`config.mk`:
```
export PLATFORM = sky130hd
export DESIGN_NAME = bc1_bc2_bc3_texture_block_decoder
export DESIGN_NICKNAME = d
export VERILOG_FILES = /design/src/rtl/bcd_pkg.sv /design/src/rtl/bcd_palette.sv /design/src/rtl/bcd_lane.sv /design/src/rtl/bcd_merge.sv /design/src/rtl/bc1_bc2_bc3_texture_block_decoder.sv
export SDC_FILE = /design/constraint.sdc
export NUM_CORES = 2
export LEC_CHECK = 0
export CAP_MARGIN = 5
export CELL_PAD_IN_SITES_DETAIL_PLACEMENT = 0
export CELL_PAD_IN_SITES_GLOBAL_PLACEMENT = 1
export CORE_MARGIN = 2
export CORE_UTILIZATION = 55
export CTS_CLUSTER_SIZE = 25
export DETAILED_ROUTE_END_ITERATION = 7
export DONT_BUFFER_PORTS = 1
export PLACE_DENSITY_LB_ADDON = 0.1
export SYNTH_ARGS = -nofsm -noshare
export SYNTH_HDL_FRONTEND = slang
export SYNTH_SLANG_ARGS = --single-unit
```
`constraint.sdc`:
```
create_clock -name aclk -period 43.2 [get_ports aclk]
set_input_delay 6.48 -clock aclk [delete_from_list [all_inputs] [get_ports aclk]]
set_output_delay 6.48 -clock aclk [all_outputs]
set_load 0.005 [all_outputs]
```
`src/rtl/bcd_pkg.sv`:
```
`timescale 1ns / 1ps
// ----------------------------------------------------------------------------
// BC1/BC2/BC3 block decoder package
// Shared types, register and format codes, and constant divisions used by
// the palette stage, the pixel lanes and the output merge stage.
// ----------------------------------------------------------------------------
package bcd_pkg;

    localparam int DIM_W   = 15;
    localparam int COORD_W = 14;
    localparam int BCNT_W  = 14;

    localparam logic [1:0] FMT_DXT1 = 2'd0;
    localparam logic [1:0] FMT_DXT3 = 2'd1;
    localparam logic [1:0] FMT_DXT5 = 2'd2;

    localparam logic [1:0] CFG_FORMAT_MODE  = 2'd0;
    localparam logic [1:0] CFG_IMAGE_WIDTH  = 2'd1;
    localparam logic [1:0] CFG_IMAGE_HEIGHT = 2'd2;

    typedef logic [7:0] chan_t;

    // Index 0 is red, 1 is green, 2 is blue.
    typedef logic [2:0][7:0] color_t;

    typedef struct packed {
        chan_t  alpha;
        color_t color;
    } pixel_t;

    typedef struct packed {
        logic dxt1;
        logic dxt3;
        logic three;
    } mode_ctl_t;

    function automatic chan_t div3(input logic [9:0] v);
        logic [20:0] prod;
        prod = 21'(v) * 21'd683;
        return prod[18:11];
    endfunction

    function automatic chan_t div5(input logic [10:0] v);
        logic [21:0] prod;
        prod = 22'(v) * 22'd1639;
        return prod[20:13];
    endfunction

    function automatic chan_t div7(input logic [10:0] v);
        logic [22:0] prod;
        prod = 23'(v) * 23'd2341;
        return prod[21:14];
    endfunction

endpackage

```
`src/rtl/bcd_palette.sv`:
```
`timescale 1ns / 1ps
// ----------------------------------------------------------------------------
// BC block decoder palette stage
// Builds the four-entry color palette and the eight-entry alpha table of one
// block and registers them together with the block's indices and position.
// ----------------------------------------------------------------------------
module bcd_palette #(
    parameter int BLK_W = 12
) (
    input  logic                             aclk,
    input  logic                             aresetn,
    input  logic                             in_valid,
    output logic                             in_ready,
    input  logic [63:0]                      alpha_word,
    input  logic [63:0]                      color_word,
    input  logic [1:0]                       format_mode,
    input  logic [BLK_W-1:0]                 blk_col,
    input  logic [BLK_W-1:0]                 blk_row,
    input  logic                             last_block,
    input  logic [bcd_pkg::DIM_W-1:0]        width_clamp,
    input  logic [bcd_pkg::DIM_W-1:0]        height_clamp,
    output logic                             out_valid,
    input  logic                             out_ready,
    output bcd_pkg::color_t [3:0]            out_palette,
    output bcd_pkg::chan_t [7:0]             out_alpha_tab,
    output bcd_pkg::mode_ctl_t               out_mode,
    output logic [31:0]                      out_indices,
    output logic [63:0]                      out_alpha_word,
    output logic [BLK_W-1:0]                 out_col,
    output logic [BLK_W-1:0]                 out_row,
    output logic                             out_last,
    output logic [bcd_pkg::DIM_W-1:0]        out_width,
    output logic [bcd_pkg::DIM_W-1:0]        out_height
);

    logic                        valid_reg;
    logic                        valid_next;
    logic                        load;
    logic [15:0]                 c0;
    logic [15:0]                 c1;
    bcd_pkg::chan_t              a0;
    bcd_pkg::chan_t              a1;
    bcd_pkg::mode_ctl_t          mode;
    bcd_pkg::color_t [3:0]       pal;
    bcd_pkg::chan_t [7:0]        atab;

    bcd_pkg::color_t [3:0]       pal_reg;
    bcd_pkg::chan_t [7:0]        atab_reg;
    bcd_pkg::mode_ctl_t          mode_reg;
    logic [31:0]                 indices_reg;
    logic [63:0]                 alpha_word_reg;
    logic [BLK_W-1:0]            col_reg;
    logic [BLK_W-1:0]            row_reg;
    logic                        last_reg;
    logic [bcd_pkg::DIM_W-1:0]   width_reg;
    logic [bcd_pkg::DIM_W-1:0]   height_reg;

    assign in_ready = !valid_reg || out_ready;
    assign load     = in_valid && in_ready;

    always_comb begin
        c0 = color_word[15:0];
        c1 = color_word[31:16];
        a0 = alpha_word[7:0];
        a1 = alpha_word[15:8];

        mode.dxt1  = (format_mode == bcd_pkg::FMT_DXT1);
        mode.dxt3  = (format_mode == bcd_pkg::FMT_DXT3);
        mode.three = mode.dxt1 && (c0 <= c1);

        pal[0] = {{c0[4:0], 3'b000}, {c0[10:5], 2'b00}, {c0[15:11], 3'b000}};
        pal[1] = {{c1[4:0], 3'b000}, {c1[10:5], 2'b00}, {c1[15:11], 3'b000}};
        for (int ch = 0; ch < 3; ch++) begin
            if (mode.three) begin
                pal[2][ch] = 8'((9'(pal[0][ch]) + 9'(pal[1][ch])) >> 1);
                pal[3][ch] = 8'd0;
            end else begin
                pal[2][ch] = bcd_pkg::div3(10'(pal[0][ch]) * 10'd2 + 10'(pal[1][ch]) + 10'd1);
                pal[3][ch] = bcd_pkg::div3(10'(pal[0][ch]) + 10'(pal[1][ch]) * 10'd2 + 10'd1);
            end
        end

        atab    = '0;
        atab[0] = a0;
        atab[1] = a1;
        if (a0 > a1) begin
            for (int i = 0; i < 6; i++) begin
                atab[i + 2] = bcd_pkg::div7(11'(a0) * 11'(6 - i) + 11'(a1) * 11'(i + 1)
                                            + 11'd3);
            end
        end else begin
            for (int i = 0; i < 4; i++) begin
                atab[i + 2] = bcd_pkg::div5(11'(a0) * 11'(4 - i) + 11'(a1) * 11'(i + 1)
                                            + 11'd2);
            end
            atab[6] = 8'd0;
            atab[7] = 8'd255;
        end
    end

    always_comb begin
        valid_next = valid_reg;
        if (load) begin
            valid_next = 1'b1;
        end else if (out_ready) begin
            valid_next = 1'b0;
        end
    end

    always_ff @(posedge aclk) begin
        if (!aresetn) begin
            valid_reg <= 1'b0;
        end else begin
            valid_reg <= valid_next;
        end
    end

    always_ff @(posedge aclk) begin
        if (load) begin
            pal_reg        <= pal;
            atab_reg       <= atab;
            mode_reg       <= mode;
            indices_reg    <= color_word[63:32];
            alpha_word_reg <= alpha_word;
            col_reg        <= blk_col;
            row_reg        <= blk_row;
            last_reg       <= last_block;
            width_reg      <= width_clamp;
            height_reg     <= height_clamp;
        end
    end

    assign out_valid      = valid_reg;
    assign out_palette    = pal_reg;
    assign out_alpha_tab  = atab_reg;
    assign out_mode       = mode_reg;
    assign out_indices    = indices_reg;
    assign out_alpha_word = alpha_word_reg;
    assign out_col        = col_reg;
    assign out_row        = row_reg;
    assign out_last       = last_reg;
    assign out_width      = width_reg;
    assign out_height     = height_reg;

endmodule

```
`src/rtl/bcd_lane.sv`:
```
`timescale 1ns / 1ps
// ----------------------------------------------------------------------------
// BC block decoder pixel lane
// Decodes one pixel of a block from the shared palette, the alpha table or its
// alpha nibble, and tells whether the pixel lies inside the image.
// ----------------------------------------------------------------------------
module bcd_lane #(
    parameter int BLK_W = 12
) (
    input  bcd_pkg::color_t [3:0]            palette,
    input  bcd_pkg::chan_t [7:0]             alpha_tab,
    input  bcd_pkg::mode_ctl_t               mode,
    input  logic [1:0]                       color_index,
    input  logic [2:0]                       alpha_code,
    input  logic [3:0]                       alpha_nibble,
    input  logic [BLK_W-1:0]                 blk_col,
    input  logic [BLK_W-1:0]                 blk_row,
    input  logic [bcd_pkg::DIM_W-1:0]        width,
    input  logic [bcd_pkg::DIM_W-1:0]        height,
    input  logic [1:0]                       lane_x,
    input  logic [1:0]                       lane_y,
    output bcd_pkg::pixel_t                  pixel,
    output logic                             visible
);

    always_comb begin
        pixel.color = palette[color_index];
        if (mode.dxt1) begin
            pixel.alpha = (mode.three && (color_index == 2'd3)) ? 8'd0 : 8'd255;
        end else if (mode.dxt3) begin
            pixel.alpha = {alpha_nibble, alpha_nibble};
        end else begin
            pixel.alpha = alpha_tab[alpha_code];
        end
        visible = (16'({blk_col, lane_x}) < 16'(width))
               && (16'({blk_row, lane_y}) < 16'(height));
    end

endmodule

```
`src/rtl/bcd_merge.sv`:
```
`timescale 1ns / 1ps
// ----------------------------------------------------------------------------
// BC block decoder merge stage
// Holds the sixteen decoded pixels of one block and sends the visible ones
// out in raster order via an output register, one per unstalled cycle.
// ----------------------------------------------------------------------------
module bcd_merge #(
    parameter int BLK_W = 12
) (
    input  logic                             aclk,
    input  logic                             aresetn,
    input  logic                             in_valid,
    output logic                             in_ready,
    input  bcd_pkg::pixel_t [15:0]           in_pixels,
    input  logic [15:0]                      in_mask,
    input  logic [BLK_W-1:0]                 in_col,
    input  logic [BLK_W-1:0]                 in_row,
    input  logic                             in_last,
    output logic                             m_valid,
    input  logic                             m_ready,
    output logic [bcd_pkg::COORD_W-1:0]      out_x,
    output logic [bcd_pkg::COORD_W-1:0]      out_y,
    output bcd_pkg::pixel_t                  out_pixel,
    output logic                             out_block_done,
    output logic                             out_image_done
);

    logic [15:0]                    mask_reg;
    logic [15:0]                    mask_next;
    logic                           m_valid_reg;
    logic                           m_valid_next;
    bcd_pkg::pixel_t [15:0]         pix_reg;
    logic [BLK_W-1:0]               col_reg;
    logic [BLK_W-1:0]               row_reg;
    logic                           last_reg;
    logic [bcd_pkg::COORD_W-1:0]    x_reg;
    logic [bcd_pkg::COORD_W-1:0]    y_reg;
    bcd_pkg::pixel_t                pixel_reg;
    logic                           block_done_reg;
    logic                           image_done_reg;

    logic                           out_free;
    logic                           take;
    logic                           load;
    logic [15:0]                    pick;
    logic [15:0]                    rest;
    logic [3:0]                     sel;

    always_comb begin
        out_free = !m_valid_reg || m_ready;
        pick     = mask_reg & (~mask_reg + 16'd1);
        rest     = mask_reg & ~pick;
        take     = out_free && (mask_reg != 16'd0);
        sel      = 4'd0;
        for (int k = 0; k < 16; k++) begin
            if (pick[k]) begin
                sel = 4'(k);
            end
        end
        in_ready = (mask_reg == 16'd0) || (take && (rest == 16'd0));
        load     = in_valid && in_ready;

        mask_next = mask_reg;
        if (load) begin
            mask_next = in_mask;
        end else if (take) begin
            mask_next = rest;
        end

        m_valid_next = m_valid_reg;
        if (take) begin
            m_valid_next = 1'b1;
        end else if (out_free) begin
            m_valid_next = 1'b0;
        end
    end

    always_ff @(posedge aclk) begin
        if (!aresetn) begin
            mask_reg    <= 16'd0;
            m_valid_reg <= 1'b0;
        end else begin
            mask_reg    <= mask_next;
            m_valid_reg <= m_valid_next;
        end
    end

    always_ff @(posedge aclk) begin
        if (load) begin
            pix_reg  <= in_pixels;
            col_reg  <= in_col;
            row_reg  <= in_row;
            last_reg <= in_last;
        end
        if (take) begin
            x_reg          <= bcd_pkg::COORD_W'({col_reg, sel[1:0]});
            y_reg          <= bcd_pkg::COORD_W'({row_reg, sel[3:2]});
            pixel_reg      <= pix_reg[sel];
            block_done_reg <= (rest == 16'd0);
            image_done_reg <= (rest == 16'd0) && last_reg;
        end
    end

    assign m_valid        = m_valid_reg;
    assign out_x          = x_reg;
    assign out_y          = y_reg;
    assign out_pixel      = pixel_reg;
    assign out_block_done = block_done_reg;
    assign out_image_done = image_done_reg;

endmodule

```
`src/rtl/bc1_bc2_bc3_texture_block_decoder.sv`:
```
`timescale 1ns / 1ps
// ----------------------------------------------------------------------------
// BC1/BC2/BC3 texture block decoder
// Decodes compressed 4x4 blocks in raster block order into RGBA8 pixels with
// their image coordinates, skipping pixels outside the image.
//
//   Channel   Direction   Transfer content
//   s_*       in          one compressed block (alpha word, color word)
//   m_*       out         one pixel (coordinates, RGBA, block and image end)
//   cfg_*     in          one register write (index, data)
//
// A block yields one to sixteen pixels and the output sends one pixel per
// cycle while m_tready is high. A block passes the palette and merge block
// registers before its first pixel enters the output register. A new block
// is taken while the previous one is still being sent. Synchronous reset
// selects DXT1 at 1x1 pixels and block position zero and empties the
// pipeline. A stall on m_tready holds the output and backs up into s_tready.
// ----------------------------------------------------------------------------
module bc1_bc2_bc3_texture_block_decoder #(
    parameter int MAX_DIMENSION = 16384
) (
    input  logic          aclk,
    input  logic          aresetn,
    input  logic          s_tvalid,
    output logic          s_tready,
    input  logic [127:0]  s_tdata,    // alpha_word, color_word
    output logic          m_tvalid,
    input  logic          m_tready,
    output logic [63:0]   m_tdata,    // pixel_x, pixel_y, red, green, blue, alpha
    output logic          m_tlast,
    output logic          m_tuser,    // image_done
    input  logic          cfg_valid,
    output logic          cfg_ready,
    input  logic [1:0]    cfg_index,
    input  logic [14:0]   cfg_data
);

    localparam int DIM_MAX = (MAX_DIMENSION < 32767) ? MAX_DIMENSION : 32767;
    localparam int BLK_MAX = (DIM_MAX + 3) / 4;
    localparam int BLK_W   = (BLK_MAX > 1) ? $clog2(BLK_MAX) : 1;

    logic [1:0]                       format_mode_reg;
    logic [bcd_pkg::DIM_W-1:0]        image_width_reg;
    logic [bcd_pkg::DIM_W-1:0]        image_height_reg;
    logic [BLK_W-1:0]                 block_column_reg;
    logic [BLK_W-1:0]                 block_column_next;
    logic [BLK_W-1:0]                 block_row_reg;
    logic [BLK_W-1:0]                 block_row_next;

    logic [bcd_pkg::DIM_W-1:0]        width_clamp;
    logic [bcd_pkg::DIM_W-1:0]        height_clamp;
    logic [bcd_pkg::BCNT_W-1:0]       blocks_wide;
    logic [bcd_pkg::BCNT_W-1:0]       blocks_high;
    logic [BLK_W-1:0]                 col_eff;
    logic [BLK_W-1:0]                 row_eff;
    logic                             last_blk;
    logic                             s_accept;

    logic                             pal_valid;
    logic                             merge_ready;
    bcd_pkg::color_t [3:0]            pal_palette;
    bcd_pkg::chan_t [7:0]             pal_alpha_tab;
    bcd_pkg::mode_ctl_t               pal_mode;
    logic [31:0]                      pal_indices;
    logic [63:0]                      pal_alpha_word;
    logic [BLK_W-1:0]                 pal_col;
    logic [BLK_W-1:0]                 pal_row;
    logic                             pal_last;
    logic [bcd_pkg::DIM_W-1:0]        pal_width;
    logic [bcd_pkg::DIM_W-1:0]        pal_height;

    bcd_pkg::pixel_t [15:0]           lane_pixels;
    logic [15:0]                      lane_mask;

    logic [bcd_pkg::COORD_W-1:0]      out_x;
    logic [bcd_pkg::COORD_W-1:0]      out_y;
    bcd_pkg::pixel_t                  out_pixel;

    assign cfg_ready = 1'b1;

    always_ff @(posedge aclk) begin
        if (!aresetn) begin
            format_mode_reg  <= bcd_pkg::FMT_DXT1;
            image_width_reg  <= 15'd1;
            image_height_reg <= 15'd1;
        end else if (cfg_valid) begin
            unique case (cfg_index)
                bcd_pkg::CFG_FORMAT_MODE: begin
                    format_mode_reg <= cfg_data[1:0];
                end
                bcd_pkg::CFG_IMAGE_WIDTH: begin
                    image_width_reg <= cfg_data;
                end
                bcd_pkg::CFG_IMAGE_HEIGHT: begin
                    image_height_reg <= cfg_data;
                end
                default: begin
                end
            endcase
        end
    end

    always_comb begin
        if (image_width_reg == '0) begin
            width_clamp = 15'd1;
        end else if (int'(image_width_reg) > DIM_MAX) begin
            width_clamp = 15'(DIM_MAX);
        end else begin
            width_clamp = image_width_reg;
        end
        if (image_height_reg == '0) begin
            height_clamp = 15'd1;
        end else if (int'(image_height_reg) > DIM_MAX) begin
            height_clamp = 15'(DIM_MAX);
        end else begin
            height_clamp = image_height_reg;
        end

        blocks_wide = 14'((16'(width_clamp) + 16'd3) >> 2);
        blocks_high = 14'((16'(height_clamp) + 16'd3) >> 2);
        col_eff = (14'(block_column_reg) >= blocks_wide) ? '0 : block_column_reg;
        row_eff = (14'(block_row_reg) >= blocks_high) ? '0 : block_row_reg;
        last_blk = (14'(col_eff) == blocks_wide - 14'd1)
                && (14'(row_eff) == blocks_high - 14'd1);

        s_accept = s_tvalid && s_tready;

        block_column_next = block_column_reg;
        block_row_next    = block_row_reg;
        if (s_accept) begin
            if (14'(col_eff) + 14'd1 >= blocks_wide) begin
                block_column_next = '0;
                if (14'(row_eff) + 14'd1 >= blocks_high) begin
                    block_row_next = '0;
                end else begin
                    block_row_next = row_eff + 1'b1;
                end
            end else begin
                block_column_next = col_eff + 1'b1;
                block_row_next    = row_eff;
            end
        end
    end

    always_ff @(posedge aclk) begin
        if (!aresetn) begin
            block_column_reg <= '0;
            block_row_reg    <= '0;
        end else begin
            block_column_reg <= block_column_next;
            block_row_reg    <= block_row_next;
        end
    end

    bcd_palette #(
        .BLK_W (BLK_W)
    ) u_palette (
        .aclk           (aclk),
        .aresetn        (aresetn),
        .in_valid       (s_tvalid),
        .in_ready       (s_tready),
        .alpha_word     (s_tdata[63:0]),
        .color_word     (s_tdata[127:64]),
        .format_mode    (format_mode_reg),
        .blk_col        (col_eff),
        .blk_row        (row_eff),
        .last_block     (last_blk),
        .width_clamp    (width_clamp),
        .height_clamp   (height_clamp),
        .out_valid      (pal_valid),
        .out_ready      (merge_ready),
        .out_palette    (pal_palette),
        .out_alpha_tab  (pal_alpha_tab),
        .out_mode       (pal_mode),
        .out_indices    (pal_indices),
        .out_alpha_word (pal_alpha_word),
        .out_col        (pal_col),
        .out_row        (pal_row),
        .out_last       (pal_last),
        .out_width      (pal_width),
        .out_height     (pal_height)
    );

    for (genvar k = 0; k < 16; k++) begin : g_lane
        bcd_lane #(
            .BLK_W (BLK_W)
        ) u_lane (
            .palette      (pal_palette),
            .alpha_tab    (pal_alpha_tab),
            .mode         (pal_mode),
            .color_index  (pal_indices[2*k +: 2]),
            .alpha_code   (pal_alpha_word[16 + 3*k +: 3]),
            .alpha_nibble (pal_alpha_word[4*k +: 4]),
            .blk_col      (pal_col),
            .blk_row      (pal_row),
            .width        (pal_width),
            .height       (pal_height),
            .lane_x       (2'(k % 4)),
            .lane_y       (2'(k / 4)),
            .pixel        (lane_pixels[k]),
            .visible      (lane_mask[k])
        );
    end

    bcd_merge #(
        .BLK_W (BLK_W)
    ) u_merge (
        .aclk           (aclk),
        .aresetn        (aresetn),
        .in_valid       (pal_valid),
        .in_ready       (merge_ready),
        .in_pixels      (lane_pixels),
        .in_mask        (lane_mask),
        .in_col         (pal_col),
        .in_row         (pal_row),
        .in_last        (pal_last),
        .m_valid        (m_tvalid),
        .m_ready        (m_tready),
        .out_x          (out_x),
        .out_y          (out_y),
        .out_pixel      (out_pixel),
        .out_block_done (m_tlast),
        .out_image_done (m_tuser)
    );

    assign m_tdata = {4'b0000, out_pixel, out_y, out_x};

    // Every block handed to the merge stage has at least one visible pixel.
    assert property (@(posedge aclk) disable iff (!aresetn)
        (pal_valid && merge_ready) |-> (lane_mask != 16'd0))
        else $error("block without visible pixel reached the merge stage");

    // The end of the image is always the end of a block.
    assert property (@(posedge aclk) disable iff (!aresetn)
        (m_tvalid && m_tuser) |-> m_tlast)
        else $error("image end flagged on a pixel that does not end its block");

    // After the last block of the image the position wraps to the origin.
    assert property (@(posedge aclk) disable iff (!aresetn)
        (s_accept && last_blk) |=> (block_column_reg == '0 && block_row_reg == '0))
        else $error("block position did not wrap after the last block");

endmodule
```
==> impl_metrics.ini <==
[timing]
clock.fmax_ghz = 0.0706
clock_skew_ps = 48.6
slew_viol_final = 0
final.setup.tns_ps = 0
relSlewSlack_pct = 17.8
final_hold_viol_count = 0
finalSetupViolCount = 0
period_share_pct = 32.8
period_minus_slack_ps = 14160
tightest_slew_ps = 1230
rsz0062_at_grt = false

[global_route]
grt_max_degree = 190
grt-ovfl-total = 0
grt_pass1_vias = 62177
grt_use_total_pct = 30.3
grt_pass1_wl_um = 377000
antenna_found_initial = 12

[clocking]
ctsHoldBuffers = 0
cts_tree = done
cts_setup_buffers = 0
numCtsBuffers = 109
cts_resized = 0
root_buffer = clkbuf_16
clk_pin_slew_worst_paths_ps = 60
insertion_delay_ps = 770
ctsHtreeMaxLevel = 3
clk_path_buf_depth = 3
clock-sinks = 955

[yosys]
synth-seq-cells = 955
synth_top_area_share_pct = 30.1
synth_edf_count = 881
syn_area_um2 = 88000
synth_cells = 8095
synth_seq_area_share_pct = 31.7
ys_types = 95
synth_top_flop_cell = edfxtp_1
yosys_warnings = 0
yosysTopAreaCell = edfxtp_1
syn_avg_cell_area_um2 = 10.9
ys_top_cells_by_area = edfxtp_1, ha_1, mux4_2
async_flop_share_pct = 0

[routing]
dr.pass1.iters = 6
drcViolationCount = 0
drt-initial-drc-count = 5893
vias = 62197
wirelength_um = 246000
wire_per_inst_um = 24.9
drt.antenna.violating_nets = 0
via_per_inst = 6.28

[worst_setup_path]
crit_chain = nor2b_1 -> nor3_1 -> nor4_1 -> inv_1
end_kind = output port
path_buf_inv = 1
critPathArrivalTime_ps = 7680
rr_endpoint = block_row_reg[11]$_SDFFE_PN0P_
worstPathRequired_ps = 36720
critPathLaunchType = primary input
r2r-start = image_width_reg[5]$_SDFFE_PN0P_
critPathLaunch = m_tready
crit_fanout = 7
crit_cells = 4
cpMaxStageDelayCell = nor2b_1
r2r_setup_slack_ps = 36390
worstSetupPathType = primary input to output port
critPathTopFamily = simple AND/OR/NAND/NOR gates
reg2regPathDepth = 24
critical-path-max-stage-delay_ps = 470
crit_end = s_tready

[die]
core_area_um2 = 159000
start_util_pct = 55.5
rows = 146
fp.dieW_um = 404
dieArea_um2 = 163000
ioPinCount = 219
die-height_um = 404

[flow_run]
drv_cap = 0

[place]
hpwl_um = 169000
numPortBuffers = 0
place_congestion = 0.896
placed_area_um2 = 89200

[final_layout]
drive_gt1_share_pct = 10.4
largest_reg_flops = 512
area_growth_pct = 5.23
design_area_um2 = 92600
nets = 9446

[outcome]
status = finished clean

[hold_path]
hp-class = flip-flop to flip-flop
## cell usage after synthesis (17+ instances only)
cell type	count
a211oi_1	17
a21boi_0	39
a21o_1	95
a21oi_1	282
a311oi_1	99
a31oi_1	52
and2_1	41
and3_1	89
buf_1	61
clkbuf_1	456
dfxtp_1	74
edfxtp_1	881
fa_1	341
ha_1	1212
inv_1	741
mux2i_1	155
mux4_2	512
nand2_1	835
nand2b_1	40
nand3_1	194
nand4_1	36
nor2_1	559
nor2b_1	203
nor3_1	89
nor4_1	22
o21a_1	54
o21ai_0	253
o21bai_1	41
o31ai_1	23
or2_2	23
xnor2_1	207
xor2_1	99
## logic make-up after synthesis
| group | count (synthesis) | synth area share, % |
|---|---|---|
| DFF | 955 | 31.7 |
| and+or+nand+nor | 2204 | 11.4 |
| other | 2 | 0.00853 |
| xor gates and xnor gates | 307 | 3.07 |
| adders and majority gates | 1556 | 25.0 |
| AOI/OAI and AO/OA | 1096 | 8.12 |
| buffers and inverters | 1295 | 5.58 |
| muxes | 680 | 15.0 |
## cells in the final DEF, fill, tap and decap left out, types with 41 or more instances in the layout
master,count
ha_1,1212
edfxtp_1,881
nand2_1,835
inv_1,739
nor2_1,558
mux4_2,512
fa_1,341
a21oi_1,281
o21ai_0,253
xnor2_1,207
nor2b_1,203
nand3_1,194
mux2i_1,155
clkbuf_16,109
xor2_1,99
a311oi_1,99
a21o_1,95
nor3_1,89
and3_1,89
dfxtp_1,74
buf_4,70
o21a_1,52
a31oi_1,52
and2_1,41
o21bai_1,41
## worst reg2reg max path, delay by kind of cell (launching register included)
kind / cells / cell delay, ps
and+or+nand+nor: 9 / 2480
AOI/OAI and AO/OA: 10 / 2610
DFF: 1 / 450
buffers and inverters: 1 / 140
adders and majority gates: 3 / 860
xor gates and xnor gates: 1 / 190
## cell type report
type | instances | area, um^2
clock buffer | 139 | 2870
antenna | 3 | 7.51
multi-input combinational | 5848 | 55300
timing repair buffer | 72 | 566
clock inverter | 63 | 522
sequential | 955 | 27900
inverter | 757 | 2870
tap | 2072 | 2590
fill | 13321 | 66100
## how the worst min path moves through the flow
stage                                             from                         end  cells past startpoint
final                     u_merge.row_reg[2]$_DFFE_PP_  u_merge.out_y[4]$_DFFE_PP_                      0
after CTS                 u_merge.row_reg[2]$_DFFE_PP_  u_merge.out_y[4]$_DFFE_PP_                      0
after floorplan           u_palette.out_last$_DFFE_PP_  u_merge.last_reg$_DFFE_PP_                      0
after global routing      u_merge.col_reg[6]$_DFFE_PP_  u_merge.out_x[8]$_DFFE_PP_                      0
after detailed placement  u_merge.col_reg[5]$_DFFE_PP_  u_merge.out_x[7]$_DFFE_PP_                      0
after global placement    u_merge.col_reg[2]$_DFFE_PP_  u_merge.out_x[4]$_DFFE_PP_                      0
## metal layers
metal  global-route usage [%]  part of all wire, %  vias to the layer above
met5                        0               0.0053                        -
met4                     8.54                  2.8                        2
met3                     5.34                  8.5                      416
met2                     48.5                   46                     2500
met1                     42.3                   42                    30761
li1                         -                    -                    28518
## stage by stage
stage          instances  util [%]  hold WS, ps  setup slack [ps]
2_1_floorplan       8098         -          400             24920
3_3_place_gp        9704      56.2          404             28970
3_5_place_dp        9704      56.2          405             28850
4_1_cts             9906      58.3          422             29050
5_1_grt             9906      58.3          422             28830
6_report            9909      58.4          419             29040
Power is not shown: default switching activity piles up to over one toggle a cycle in this logic, so the estimate is an artifact.
